--- config.mk ---
export PLATFORM = sky130hd
export DESIGN_NAME = key_press_classifier_unit_flat
export DESIGN_NICKNAME = d
export VERILOG_FILES = /design/src/rtl/kpc_pkg.sv /design/src/rtl/kpc_if.sv /design/src/rtl/kpc_cfg.sv /design/src/rtl/kpc_core.sv /design/src/rtl/key_press_classifier_unit.sv /design/src/flat_wrapper.sv
export SDC_FILE = /design/constraint.sdc
export NUM_CORES = 1
export LEC_CHECK = 0
export ABC_AREA = 1
export CAP_MARGIN = 20
export CORE_ASPECT_RATIO = 0.5
export CORE_MARGIN = 5
export CORE_UTILIZATION = 58
export DETAILED_ROUTE_END_ITERATION = 7
export DONT_BUFFER_PORTS = 1
export GPL_ROUTABILITY_DRIVEN = 1
export PLACE_DENSITY = 0.76
export SYNTH_ARGS = -nofsm -noshare
export SYNTH_HDL_FRONTEND = slang
export SYNTH_SLANG_ARGS = --single-unit
--- constraint.sdc ---
create_clock -name clock -period 2.9 [get_ports clock]
set_input_delay 0.58 -clock clock [delete_from_list [all_inputs] [get_ports clock]]
set_output_delay 0.58 -clock clock [all_outputs]
set_load 0.05 [all_outputs]
--- src/rtl/kpc_pkg.sv ---
// Shared types and constants for the key press classifier.
`default_nettype none

package kpc_pkg;

   localparam int unsigned TimeWidth  = 32;
   localparam int unsigned CodeWidth  = 8;
   localparam int unsigned ThrWidth   = 16;
   localparam int unsigned CsrIdxWidth = 2;
   localparam int unsigned CsrDataWidth = 16;

   localparam logic [CodeWidth-1:0] ReleaseMark = 8'h80;

   // Register indexes on the control port.
   localparam logic [CsrIdxWidth-1:0] CsrShortPress = 2'd0;
   localparam logic [CsrIdxWidth-1:0] CsrLongPress  = 2'd1;
   localparam logic [CsrIdxWidth-1:0] CsrLongMask   = 2'd2;

   localparam logic [ThrWidth-1:0]  ShortPressReset = 16'd50;
   localparam logic [ThrWidth-1:0]  LongPressReset  = 16'd1000;
   localparam logic [CodeWidth-1:0] LongMaskReset   = 8'd64;

   typedef enum logic [3:0] {
      PH_IDLE     = 4'b0001,
      PH_DOWN     = 4'b0010,
      PH_HELD     = 4'b0100,
      PH_RELEASED = 4'b1000
   } phase_type;

   typedef struct packed {
      logic [ThrWidth-1:0]  short_press_ms;
      logic [ThrWidth-1:0]  long_press_ms;
      logic [CodeWidth-1:0] long_press_mask;
   } cfg_type;

   typedef struct packed {
      logic                 any_pressed;
      logic [CodeWidth-1:0] key_code;
      logic [TimeWidth-1:0] now_ms;
   } item_type;

   typedef struct packed {
      logic [CodeWidth-1:0] key_event;
      logic [CodeWidth-1:0] led_code;
   } result_type;

endpackage

`default_nettype wire

--- src/rtl/kpc_if.sv ---
// Channel interfaces for the key press classifier: scan calls, results, control writes.
`default_nettype none

interface kpc_req_if;
   logic        valid;
   logic        ready;
   logic        any_pressed;
   logic [7:0]  key_code;
   logic [31:0] now_ms;

   modport source (output valid, output any_pressed, output key_code, output now_ms,
                   input ready);
   modport sink   (input valid, input any_pressed, input key_code, input now_ms,
                   output ready);
endinterface

interface kpc_rsp_if;
   logic       valid;
   logic       ready;
   logic [7:0] key_event;
   logic [7:0] led_code;

   modport source (output valid, output key_event, output led_code, input ready);
   modport sink   (input valid, input key_event, input led_code, output ready);
endinterface

interface kpc_csr_if;
   logic        valid;
   logic        ready;
   logic [1:0]  index;
   logic [15:0] data;

   modport source (output valid, output index, output data, input ready);
   modport sink   (input valid, input index, input data, output ready);
endinterface

`default_nettype wire

--- src/rtl/kpc_cfg.sv ---
// Control registers: press thresholds and long press mask.
`default_nettype none

module kpc_cfg (
   input  wire logic             clock,
   input  wire logic             reset,
   kpc_csr_if.sink               csr_bus,
   output kpc_pkg::cfg_type      cfg
);
   import kpc_pkg::*;

   cfg_type cfg_ff;
   cfg_type cfg_in;

   assign csr_bus.ready = 1'b1;

   always_comb begin
      cfg_in = cfg_ff;
      if (csr_bus.valid) begin
         case (csr_bus.index)
            CsrShortPress: cfg_in.short_press_ms  = csr_bus.data;
            CsrLongPress:  cfg_in.long_press_ms   = csr_bus.data;
            CsrLongMask:   cfg_in.long_press_mask = csr_bus.data[CodeWidth-1:0];
            default:       cfg_in = cfg_ff;
         endcase
      end
   end

   always_ff @(posedge clock) begin
      if (reset) begin
         cfg_ff.short_press_ms  <= ShortPressReset;
         cfg_ff.long_press_ms   <= LongPressReset;
         cfg_ff.long_press_mask <= LongMaskReset;
      end else begin
         cfg_ff <= cfg_in;
      end
   end

   assign cfg = cfg_ff;

endmodule

`default_nettype wire

--- src/rtl/kpc_core.sv ---
// Press state machine: phase, time stamp, latched code and event update per scan call.
`default_nettype none

module kpc_core (
   input  wire logic                clock,
   input  wire logic                reset,
   input  wire logic                advance,
   input  wire kpc_pkg::item_type   item,
   input  wire kpc_pkg::cfg_type    cfg,
   output kpc_pkg::result_type      result
);
   import kpc_pkg::*;

   phase_type            phase_ff, phase_in;
   logic [TimeWidth-1:0] stamp_ff, stamp_in;
   logic [CodeWidth-1:0] held_ff, held_in;
   logic                 armed_ff, armed_in;
   logic [CodeWidth-1:0] event_ff, event_in;
   logic [CodeWidth-1:0] disp_ff, disp_in;
   phase_type            phase_mid;
   logic [TimeWidth-1:0] held_time;
   logic                 reached_long;
   logic                 reached_short;

   // Hold time wraps with the millisecond counter. It is only used in the held and
   // released phases, which a fresh press never reaches in the same call, so the
   // stored stamp is the one that applies.
   assign held_time     = item.now_ms - stamp_ff;
   assign reached_long  = held_time >= TimeWidth'(cfg.long_press_ms);
   assign reached_short = held_time >= TimeWidth'(cfg.short_press_ms);

   always_comb begin
      phase_mid = phase_ff;
      stamp_in  = stamp_ff;
      held_in   = held_ff;
      armed_in  = armed_ff;
      event_in  = event_ff;
      disp_in   = disp_ff;

      case (phase_ff)
         PH_IDLE: begin
            event_in = '0;
            if (item.any_pressed) begin
               armed_in  = 1'b0;
               phase_mid = PH_DOWN;
               stamp_in  = item.now_ms;
            end
         end
         PH_DOWN: begin
            if (!armed_ff) begin
               armed_in  = 1'b1;
               held_in   = item.key_code;
               phase_mid = PH_HELD;
            end
         end
         PH_HELD: begin
            if (!item.any_pressed) begin
               phase_mid = PH_RELEASED;
            end
         end
         default: phase_mid = phase_ff;
      endcase

      phase_in = phase_mid;
      case (phase_mid)
         PH_HELD: begin
            disp_in = held_in;
            if (reached_long && armed_in) begin
               armed_in = 1'b0;
               event_in = held_in | cfg.long_press_mask;
            end else begin
               event_in = '0;
            end
         end
         PH_RELEASED: begin
            phase_in = PH_IDLE;
            stamp_in = '0;
            if (reached_short && !reached_long) begin
               event_in = held_in;
            end
            held_in = '0;
            disp_in = disp_ff | ReleaseMark;
         end
         default: phase_in = phase_mid;
      endcase
   end

   always_ff @(posedge clock) begin
      if (reset) begin
         phase_ff <= PH_IDLE;
         stamp_ff <= '0;
         held_ff  <= '0;
         armed_ff <= 1'b0;
         event_ff <= '0;
         disp_ff  <= '0;
      end else if (advance) begin
         phase_ff <= phase_in;
         stamp_ff <= stamp_in;
         held_ff  <= held_in;
         armed_ff <= armed_in;
         event_ff <= event_in;
         disp_ff  <= disp_in;
      end
   end

   assign result.key_event = event_in;
   assign result.led_code  = disp_in;

endmodule

`default_nettype wire

--- src/rtl/key_press_classifier_unit.sv ---
// Top level of the key press classifier: input register, press state machine, result register.
//
//   channel   | direction | payload                          | transfer when
//   ----------+-----------+----------------------------------+---------------------------
//   req_bus   | in        | any_pressed, key_code, now_ms    | valid && ready
//   rsp_bus   | out       | key_event, led_code              | valid && ready
//   csr_bus   | in        | index (0 short, 1 long, 2 mask)  | valid (ready is always 1)
//
// A scan call is registered on arrival in the input register and evaluated there once it can
// advance, which loads its result into the result register and raises rsp_bus.valid. One call
// per cycle is sustained while rsp_bus.ready is high; one call's state update feeds the next call.
// A stalled result register holds the staged call, and req_bus.ready drops only while both
// the staged call and the result are waiting. Synchronous reset clears state and valid flags.
`default_nettype none

module key_press_classifier_unit (
   input  wire logic clock,
   input  wire logic reset,
   kpc_req_if.sink   req_bus,
   kpc_rsp_if.source rsp_bus,
   kpc_csr_if.sink   csr_bus
);
   import kpc_pkg::*;

   cfg_type    cfg;
   item_type   item_ff;
   logic       item_valid_ff;
   result_type result;
   result_type rsp_ff;
   logic       rsp_valid_ff;
   logic       advance;
   logic       req_fire;

   // The staged call moves on whenever the result register is free or draining.
   assign advance  = item_valid_ff && (!rsp_valid_ff || rsp_bus.ready);
   assign req_bus.ready = !item_valid_ff || advance;
   assign req_fire = req_bus.valid && req_bus.ready;

   kpc_cfg u_cfg (
      .clock   (clock),
      .reset   (reset),
      .csr_bus (csr_bus),
      .cfg     (cfg)
   );

   kpc_core u_core (
      .clock   (clock),
      .reset   (reset),
      .advance (advance),
      .item    (item_ff),
      .cfg     (cfg),
      .result  (result)
   );

   always_ff @(posedge clock) begin
      if (reset) begin
         item_valid_ff <= 1'b0;
      end else if (req_bus.ready) begin
         item_valid_ff <= req_bus.valid;
      end
   end

   always_ff @(posedge clock) begin
      if (req_fire) begin
         item_ff.any_pressed <= req_bus.any_pressed;
         item_ff.key_code    <= req_bus.key_code;
         item_ff.now_ms      <= req_bus.now_ms;
      end
   end

   always_ff @(posedge clock) begin
      if (reset) begin
         rsp_valid_ff <= 1'b0;
      end else if (advance) begin
         rsp_valid_ff <= 1'b1;
      end else if (rsp_bus.ready) begin
         rsp_valid_ff <= 1'b0;
      end
   end

   always_ff @(posedge clock) begin
      if (advance) begin
         rsp_ff <= result;
      end
   end

   assign rsp_bus.valid     = rsp_valid_ff;
   assign rsp_bus.key_event = rsp_ff.key_event;
   assign rsp_bus.led_code  = rsp_ff.led_code;

endmodule

`default_nettype wire
--- src/flat_wrapper.sv ---
// flat-port wrapper written by rule: the top's interface ports become plain ports
module key_press_classifier_unit_flat import kpc_pkg::*;
  (clock, reset, req_bus_valid, req_bus_any_pressed, req_bus_key_code, req_bus_now_ms, req_bus_ready, rsp_bus_valid, rsp_bus_key_event, rsp_bus_led_code, rsp_bus_ready, csr_bus_valid, csr_bus_index, csr_bus_data, csr_bus_ready);
  kpc_req_if req_bus_i ();
  kpc_rsp_if rsp_bus_i ();
  kpc_csr_if csr_bus_i ();
  input  wire logic clock;
  input  wire logic reset;
  input wire logic [$bits(req_bus_i.valid)-1:0] req_bus_valid;
  input wire logic [$bits(req_bus_i.any_pressed)-1:0] req_bus_any_pressed;
  input wire logic [$bits(req_bus_i.key_code)-1:0] req_bus_key_code;
  input wire logic [$bits(req_bus_i.now_ms)-1:0] req_bus_now_ms;
  output wire logic [$bits(req_bus_i.ready)-1:0] req_bus_ready;
  output wire logic [$bits(rsp_bus_i.valid)-1:0] rsp_bus_valid;
  output wire logic [$bits(rsp_bus_i.key_event)-1:0] rsp_bus_key_event;
  output wire logic [$bits(rsp_bus_i.led_code)-1:0] rsp_bus_led_code;
  input wire logic [$bits(rsp_bus_i.ready)-1:0] rsp_bus_ready;
  input wire logic [$bits(csr_bus_i.valid)-1:0] csr_bus_valid;
  input wire logic [$bits(csr_bus_i.index)-1:0] csr_bus_index;
  input wire logic [$bits(csr_bus_i.data)-1:0] csr_bus_data;
  output wire logic [$bits(csr_bus_i.ready)-1:0] csr_bus_ready;
  assign req_bus_i.valid = req_bus_valid;
  assign req_bus_i.any_pressed = req_bus_any_pressed;
  assign req_bus_i.key_code = req_bus_key_code;
  assign req_bus_i.now_ms = req_bus_now_ms;
  assign req_bus_ready = req_bus_i.ready;
  assign rsp_bus_valid = rsp_bus_i.valid;
  assign rsp_bus_key_event = rsp_bus_i.key_event;
  assign rsp_bus_led_code = rsp_bus_i.led_code;
  assign rsp_bus_i.ready = rsp_bus_ready;
  assign csr_bus_i.valid = csr_bus_valid;
  assign csr_bus_i.index = csr_bus_index;
  assign csr_bus_i.data = csr_bus_data;
  assign csr_bus_ready = csr_bus_i.ready;
  key_press_classifier_unit u_core (.clock(clock), .reset(reset), .req_bus(req_bus_i), .rsp_bus(rsp_bus_i), .csr_bus(csr_bus_i));
endmodule
==> results.cfg, run 1 <==
[run_status]
run_status = complete, but fails checks
violations = negative setup slack

[placed_design]
gp_congestion = 0.951
dpl.hpwl_um = 19900
io_buffer_count = 0
pre_cts_ws_ps = -707

[yosys]
synth_area_per_cell_um2 = 6.99
synth_area_leaders = dfxtp_1 21%, edfxtp_1 17%, nand2_1 15%
ys_types = 46
synth_area_leader_cell = dfxtp_1
synth_top_area_share_pct = 20.7
ys_warn_count = 0
syn_inst = 1427
ys_seq_elements = 160
seq_area_frac_synth_pct = 37.8
netlist_area_um2 = 9980
syn_nets = 1555

[pwr]
p_leak_uw = 0.00621
power.share.switching_pct = 32.1
powerDensity_nw_per_um2 = 512
irDropWorstVdd_mv = 0.380
switchingPower_uw = 2100
pwr-share-clk_pct = 35.1
p_int_uw = 4430
finalPower_uw = 6530
p_comb_share_pct = 25.8
seq_power_share_pct = 39.1

[die]
num_rows = 33
fp.dieH_um = 103
core_area_um2 = 16600
dieArea_um2 = 20100
io_pins = 83
fp.dieW_um = 196
start_util_pct = 60.0

[drt]
via_count = 9709
wl_per_cell_um = 16.1
routed_wl_um = 29000
dr.pass1.iters = 5
first_iter_violations = 780
remaining_drc_errors = 0
ant_nets = 0
via_per_inst = 5.37

[cells_and_area]
drive_above_1_share_pct = 25.9
synthToLayoutAreaGrowth_pct = 27.7
layout_common_cells = 354 x nand2_1, 277 x inv_1, 150 x buf_4
antenna_cells = 0
final_common_cell = nand2_1
fin_nets = 1697

[flow_run]
drv_cap = 0

[cts]
h-tree-depth = 4
cts.sinks = 160
clkTransAtPathRegs_ps = 80
ctsRootBufferMaster = clkbuf_16
hold_buffers = 0
cts_tree = built
clk_latency_ps = 440
clock_path_buffers = 2
cts_buffers = 17

[setup_path]
slowest_delay_ps = 440
required_ps = 3240
path_class = reg2reg
path_max_fanout = 8
cp-start-kind = flip-flop
cpMaxStageDelayCell = edfxtp_1
cp-end-kind = flip-flop
crit_arrival_ps = 3870
critPathMostFrequentCell = nand2_1

[timing]
slew_headroom_pct = 54.7
period_share_pct = 122
setup_viol = 17
finalCriticalPeriod_ps = 3530
max_freq_mhz = 283
fin_ws_ps = -633
clock_skew_ps = 13.2
fin_tns_setup_ps = -9970
rsz0062_at_grt = yes
slew_violations = 0
worstMarginPinSlew_ps = 679
hold_viol = 0

[global_routing]
antenna_found_initial = 0
grt_pass1_vias = 9420
grt_first_pass_wirelength_um = 46000
track_usage_pct = 28.7
grt_max_degree = 53
grt-ovfl-total = 0

[worst_hold_path]
hold_path.class = in2reg
==> power groups by stage <==
stage	logic, uW	clock network [uW]	registers, uW
2_1_floorplan	882	0	2580
3_3_place_gp	1300	0	2590
3_5_place_dp	1340	0	2600
4_1_cts	1560	2300	2550
5_1_grt	1860	2420	2560
6_report	1690	2290	2550
==> final timing paths <==
check,startpoint,endpoint,slack [ps],depth (start not counted)
worst max-delay path,u_core.item_ff[2],u_core.u_core.event_ff[1],-630,26
worst min-delay path,reset,u_core.u_core.armed_ff,220,1
worst max register to register,u_core.item_ff[2],u_core.u_core.event_ff[1],-630,26
worst min register to register,u_core.u_cfg.cfg[5],u_core.u_cfg.cfg[5],450,2
==> synthesized netlist by cell type (all sizes together) <==
library cell    n
o21ai          61
and2            3
and3            1
ha             63
nor3           14
a21oi         103
a22oi           1
nand3          69
nand4          14
fa              1
clkbuf         23
or2             9
a211oi         11
o21bai          1
edfxtp         57
o211ai          9
dfxtp         103
o221ai          1
xnor2           2
inv           300
buf             9
xor2           13
nand2         437
clkinv          7
nor2          107
a41oi           1
o21a            1
nand3b          5
conb            1
==> cell type report <==
| type | count | area (um^2) |
|---|---|---|
| Sequential cell | 160 | 3770 |
| Multi-Input combinational cell | 928 | 5730 |
| Fill cell | 1165 | 3900 |
| Tap cell | 227 | 284 |
| Inverter | 307 | 1150 |
| Timing Repair Buffer | 155 | 1190 |
| Clock inverter | 12 | 115 |
| Clock buffer | 20 | 489 |
==> cell families (layout without fill, tap and decap cells) <==
family | after synthesis | in the layout | share of synthesized area [%]
AND/OR/NAND/NOR | 659 | 659 | 29.3
buffers and inverters | 339 | 494 | 13.1
AO/OA/AOI/OAI | 189 | 189 | 10.3
flip-flops | 160 | 160 | 37.8
adder cells (fa/ha/maj) | 64 | 64 | 8.10
XOR/XNOR | 15 | 15 | 1.32
other | 1 | 1 | 0.0376
==> sequential cells by signal, indices dropped and copies added (netlist names), 4 cells and up <==
name                      count
u_core.u_core.disp_ff         8
u_core.u_core.held_ff         8
u_core.u_core.event_ff        8
u_core.item_ff               41
u_core.u_core.phase_ff        4
u_core.rsp_bus.led_code       8
u_core.rsp_bus.key_event      8
u_core.u_cfg.cfg             40
u_core.u_core.stamp_ff       32
==> metal layers <==
metal  share of wire (%)  up-vias  track usage [%]
met4                 3.1        0             8.74
met2                  45      367             49.1
met1                  45     4543             37.6
li1                    -     4717                -
met5                   0        -                0
met3                 6.6       82             5.58
==> worst max-delay path, delay by kind of cell, from the launching register on <==
family / cells / cell delay, ps
compound gates: 1 / 270
xor+xnor: 1 / 200
flops: 1 / 440
fa+ha+maj: 2 / 570
buf+inv: 4 / 320
simple gates: 18 / 1620
==> metrics by stage <==
step,hold WS [ps],instances,instance area (um^2),util (%)
floorplan,420,1427,10200,-
global placement,435,1730,11100,66.7
detailed placement,438,1730,11100,66.7
CTS,198,1802,12500,75.2
global route,202,1809,12700,76.6
finish,219,1809,12700,76.6
==> what timing repair did <==
| action | CTS | global route |
|---|---|---|
| gates cloned | 0 | 0 |
| buffers inserted | 42 | 7 |
| pin swaps | 62 | 33 |
| resized for setup | 110 | 32 |
| endpoints found under the setup margin | 17 | 17 |
Note: power is estimated with default switching activity, not from simulation.
==> run 2: changes to the inputs <==
Settings changed: SETUP_SLACK_MARGIN set to 0.15.
==> results.cfg, run 2 (synthesis results as in run 1) <==
[run_status]
run_status = complete, but fails checks
violations = negative setup slack

[cells_and_area]
drive_above_1_share_pct = 24.1
final_common_cell = nand2_1
design_area_um2 = 12500
largest_register_ffs = 41
n_fill_cell = 1202
antenna_cells = 0
layout_common_cells = 362 x nand2_1, 276 x inv_1, 124 x buf_4
final_util_pct = 75.2
synthToLayoutAreaGrowth_pct = 25.4
fin_nets = 1670
top_register = u_core.item_ff

[die]
fp.dieW_um = 196
io_pins = 83
start_util_pct = 60.0
fp.dieH_um = 103
num_rows = 33
core_area_um2 = 16600
dieArea_um2 = 20100

[drt]
wl_per_cell_um = 15.9
remaining_drc_errors = 0
via_count = 9482
routed_wl_um = 28300
dr.pass1.iters = 6
via_per_inst = 5.32
ant_nets = 0
first_iter_violations = 834

[pwr]
power.share.switching_pct = 32.1
powerDensity_nw_per_um2 = 514
p_comb_share_pct = 24.9
irDropWorstVdd_mv = 0.381
pwr-share-clk_pct = 35.4
finalPower_uw = 6430
p_leak_uw = 0.00607
seq_power_share_pct = 39.6
p_int_uw = 4370
switchingPower_uw = 2060

[global_routing]
antenna_found_initial = 0
grt-ovfl-total = 0
grt_first_pass_wirelength_um = 44200
grt_pass1_vias = 9092
track_usage_pct = 27.7
grt_max_degree = 53

[setup_path]
cpMaxStageDelayCell = edfxtp_1
cp-end-kind = flip-flop
required_ps = 3240
slowest_delay_ps = 410
crit_arrival_ps = 3870
crit_chain = ha_1 > nand2_1 > nor2_4 > nand2_2 > nand3_4 > nand2_4 > nand2_4 > xor2_2 > ha_1 > a21oi_2 > nor3_2 > a211oi_2 > nand2_1 > nor2_1 > nand2_1 > nor2_1 > nand2_1 > nor2_4 > buf_12 > nand3_2 > nand3_2 > nand3_2 > nand2_1 > inv_1
path_class = reg2reg
cp-start-kind = flip-flop
path_max_fanout = 8
critPathMostFrequentCell = nand2_1

[cts]
cts_buffers = 17
clkTransAtPathRegs_ps = 70
clk_latency_ps = 440
clock_path_buffers = 2
ctsRootBufferMaster = clkbuf_16
h-tree-depth = 4
cts_tree = built
cts.sinks = 160

[timing]
slew_headroom_pct = 53.9
slew_violations = 0
max_freq_mhz = 283
worstMarginPinSlew_ps = 691
hold_viol = 0
clock_skew_ps = 9.51
rsz0062_at_grt = yes
period_share_pct = 122
setup_viol = 17
fin_ws_ps = -630
finalCriticalPeriod_ps = 3530

[worst_hold_path]
hold_path.class = in2reg

[placed_design]
place_area_um2 = 11100
dpl.hpwl_um = 19900
io_buffer_count = 0
gp_congestion = 0.951

[flow_run]
drv_cap = 0
run 2: layer usage:
layer | up-vias | share of wire [%] | global-route usage (%)
met4 | 0 | 2.3 | 8.74
met2 | 332 | 45 | 46.3
met3 | 57 | 6.0 | 5.42
met5 | - | 0 | 0
met1 | 4425 | 46 | 37.0
li1 | 4668 | - | -
run 2: area by class of cell:
class | instances | area, um^2 | share of cell area [%]
repair buffers | 128 | 985 | 7.87
multi-input cells | 928 | 5710 | 45.7
flip-flops and latches | 160 | 3770 | 30.2
well taps | 227 | 284 | 2.27
clock inverters | 12 | 115 | 0.920
inverters | 307 | 1150 | 9.21
clock buffers | 20 | 489 | 3.91
run 2: repair_timing:
item | in CTS | in global routing
gates resized for setup | 83 | 55
setup endpoints to repair | 17 | 19
pin swaps | 47 | 58
hold buffers | 0 | 0
buffers inserted | 11 | 9
run 2: worst max-delay path: cells and delay by family (launching register included):
family | cells | cell delay, ps
adders and majority gates | 2 | 610
AOI/OAI and AO/OA | 2 | 470
DFF | 1 | 410
xor gates and xnor gates | 1 | 170
and+or+nand+nor | 17 | 1540
buffers and inverters | 2 | 200
run 2: worst paths after layout:
check / start / to / slack [ps] / depth (start not counted)
worst min-delay path: reset / u_core.u_core.armed_ff / 220 / 1
worst min register to register: u_core.u_cfg.cfg[5] / u_core.u_cfg.cfg[5] / 450 / 2
worst max-delay path: u_core.item_ff[1] / u_core.u_core.event_ff[1] / -630 / 24
worst max register to register: u_core.item_ff[1] / u_core.u_core.event_ff[1] / -630 / 24
run 2: power by group through the flow:
stage                     logic, uW  registers, uW  clock network, uW
after floorplan                 882           2580                  0
after global placement         1300           2590                  0
after detailed placement       1340           2600                  0
after CTS                      1480           2550               2300
after global routing           1770           2560               2420
final                          1600           2550               2280
run 2: through the flow:
step / setup slack, ps / hold slack (ps) / std cells / setup TNS, ps
floorplan: -102 / 420 / 1427 / -1090
global placement: -561 / 435 / 1730 / -9030
detailed placement: -707 / 438 / 1730 / -11280
CTS: -415 / 198 / 1773 / -6520
global route: -857 / 202 / 1782 / -13890
finish: -630 / 215 / 1782 / -10000
==> run 3: changes to the inputs <==
Settings changed: ABC_AREA 1 to unset.
==> results.cfg, run 3 <==
[setup_path]
slowest_delay_ps = 390
crit_arrival_ps = 4920
path_delay_family = compound AO/OA/AOI/OAI gates
required_ps = 3080
cpMaxStageDelayCell = edfxtp_1
crit_chain = ha_1 > nor2b_4 > o211ai_1 > nand2_1 > a21o_1 > a21o_1 > a21o_1 > a21oi_2 > xnor2_1 > ha_1 > nand3_2 > nand2_1 > a222oi_1 > nor4b_2 > nor3_1 > nor4_1 > o2111ai_1 > a2111oi_4 > buf_6 > nand2_8 > mux2i_2 > nand2_1
cp-start-kind = flip-flop
cp-end-kind = flip-flop
path_buf_inv = 1
path_class = reg2reg
path_max_fanout = 8

[timing]
hold_viol = 0
clock_skew_ps = 11.6
worstMarginPinSlew_ps = 718
rsz0062_at_grt = yes
slew_violations = 0
fin_ws_ps = -1840
setup_viol = 17
period_share_pct = 163
max_freq_mhz = 211
slew_headroom_pct = 52.0
fin_tns_setup_ps = -30130
finalCriticalPeriod_ps = 4740

[drt]
via_per_inst = 5.78
ant_nets = 0
remaining_drc_errors = 0
dr.pass1.iters = 6
wl_per_cell_um = 17.0
first_iter_violations = 592
routed_wl_um = 21700
via_count = 7388

[cts]
cts.sinks = 160
h-tree-depth = 4
clkTransAtPathRegs_ps = 70
ctsRootBufferMaster = clkbuf_16
cts_buffers = 17
hold_buffers = 0
clk_latency_ps = 430
clock_path_buffers = 2
cts_tree = built

[yosys]
async_flop_share_pct = 0
synth_area_leaders = dfxtp_1 24%, edfxtp_1 20%, ha_1 9.3%
seq_area_frac_synth_pct = 44.4
ys_warn_count = 0
synth_area_leader_cell = dfxtp_1
synth_top_area_share_pct = 24.2
ys_types = 69
ys.flop_type = dfxtp_1
netlist_area_um2 = 8500
ys_seq_elements = 160
ys_top_cells_by_count = 132 x nand2_1, 103 x dfxtp_1, 95 x nor2_1
synth_area_per_cell_um2 = 9.02
yosysMostFrequentCell = nand2_1
syn_nets = 1071
synth_edf_count = 57
syn_inst = 943

[cells_and_area]
n_fill_cell = 1078
fin_nets = 1195
seq_area_um2 = 3770
multi_input_area_um2 = 4490
layoutNonFillerInstCount = 1278
drive_above_1_share_pct = 19.8
layout_common_cells = 137 x buf_4, 132 x nand2_1, 102 x dfxtp_1
largest_register_ffs = 41
final_common_cell = buf_4
final_util_pct = 72.5
antenna_cells = 0
top_register = u_core.item_ff
synthToLayoutAreaGrowth_pct = 23.0

[global_routing]
grt_pass1_vias = 7360
track_usage_pct = 25.2
grt_first_pass_wirelength_um = 35400
antenna_found_initial = 0
grt-ovfl-total = 0
grt_max_degree = 97

[placed_design]
io_buffer_count = 0
gp_congestion = 0.907
dpl.hpwl_um = 15100
pre_cts_ws_ps = -1830
placed_cells = 1234

[run_status]
violations = negative setup slack
run_status = complete, but fails checks

[die]
num_rows = 31
dieArea_um2 = 17300
io_pins = 83
start_util_pct = 58.9
fp.dieH_um = 95.6
fp.dieW_um = 181
core_area_um2 = 14400

[pwr]
p_leak_uw = 0.00426
irDropWorstVdd_mv = 0.396
powerDensity_nw_per_um2 = 559

[worst_hold_path]
hold_path.class = in2reg

[flow_run]
drv_cap = 0
==> run 3: timing repair <==
action	CTS	global route
gates resized for setup	15	19
setup endpoints to repair	17	17
buffers inserted	6	5
pin swaps	10	19
endpoints found under the hold margin	0	0
gates cloned	1	0
==> run 3: logic make-up (layout without fill, tap and decap cells) <==
family / Yosys count / in the layout / synth area share [%]
AND/OR/NAND/NOR: 310 / 310 / 16.6
AO/OA/AOI/OAI: 243 / 244 / 18.7
flip-flops: 160 / 160 / 44.4
buffers and inverters: 114 / 250 / 5.16
adder cells (fa/ha/maj): 64 / 64 / 9.50
multiplexers: 27 / 27 / 3.18
XOR/XNOR: 24 / 24 / 2.47
other: 1 / 1 / 0.0441
==> run 3: final timing paths <==
kind	from	endpoint	slack, ps	cells after the start
hold reg to reg	u_core.u_core.disp_ff[6]	u_core.u_core.disp_ff[6]	460	2
setup reg to reg	u_core.item_ff[1]	u_core.rsp_bus.key_event[5]	-1840	22
setup / recovery	u_core.item_ff[1]	u_core.rsp_bus.key_event[5]	-1840	22
hold / removal	reset	u_core.u_core.disp_ff[1]	210	1
==> run 3: layer usage <==
layer,part of all wire [%],GRT usage [%],vias to the layer above
met5,0,0,-
met4,2.1,8.43,0
met3,5.7,5.64,50
met2,48,44.3,254
met1,44,31.3,3531
li1,-,-,3553
==> run 3: per-stage QoR <==
| stage | hold WS, ps | power (uW) | cell area (um^2) |
|---|---|---|---|
| after floorplan | 433 | 3190 | 8540 |
| after global placement | 434 | 3540 | 9620 |
| after detailed placement | 441 | 3580 | 9620 |
| after CTS | 204 | 5840 | 10300 |
| after global routing | 206 | 6110 | 10500 |
| final | 213 | 5840 | 10500 |
==> run 3: layout make-up <==
type                    count  area share, %
multi-input cells         670           42.9
flip-flops and latches    160           36.1
repair buffers            139           10.1
clock buffers              18           4.31
inverters                  79           2.84
well taps                 198           2.37
clock inverters            14           1.39
==> run 3: where the power goes <==
part / switching, uW / total (uW) / internal (uW)
Clock: 991 / 2250 / 1260
Combinational: 571 / 1090 / 522
Sequential: 80.9 / 2500 / 2420
Total: 1640 / 5840 / 4200
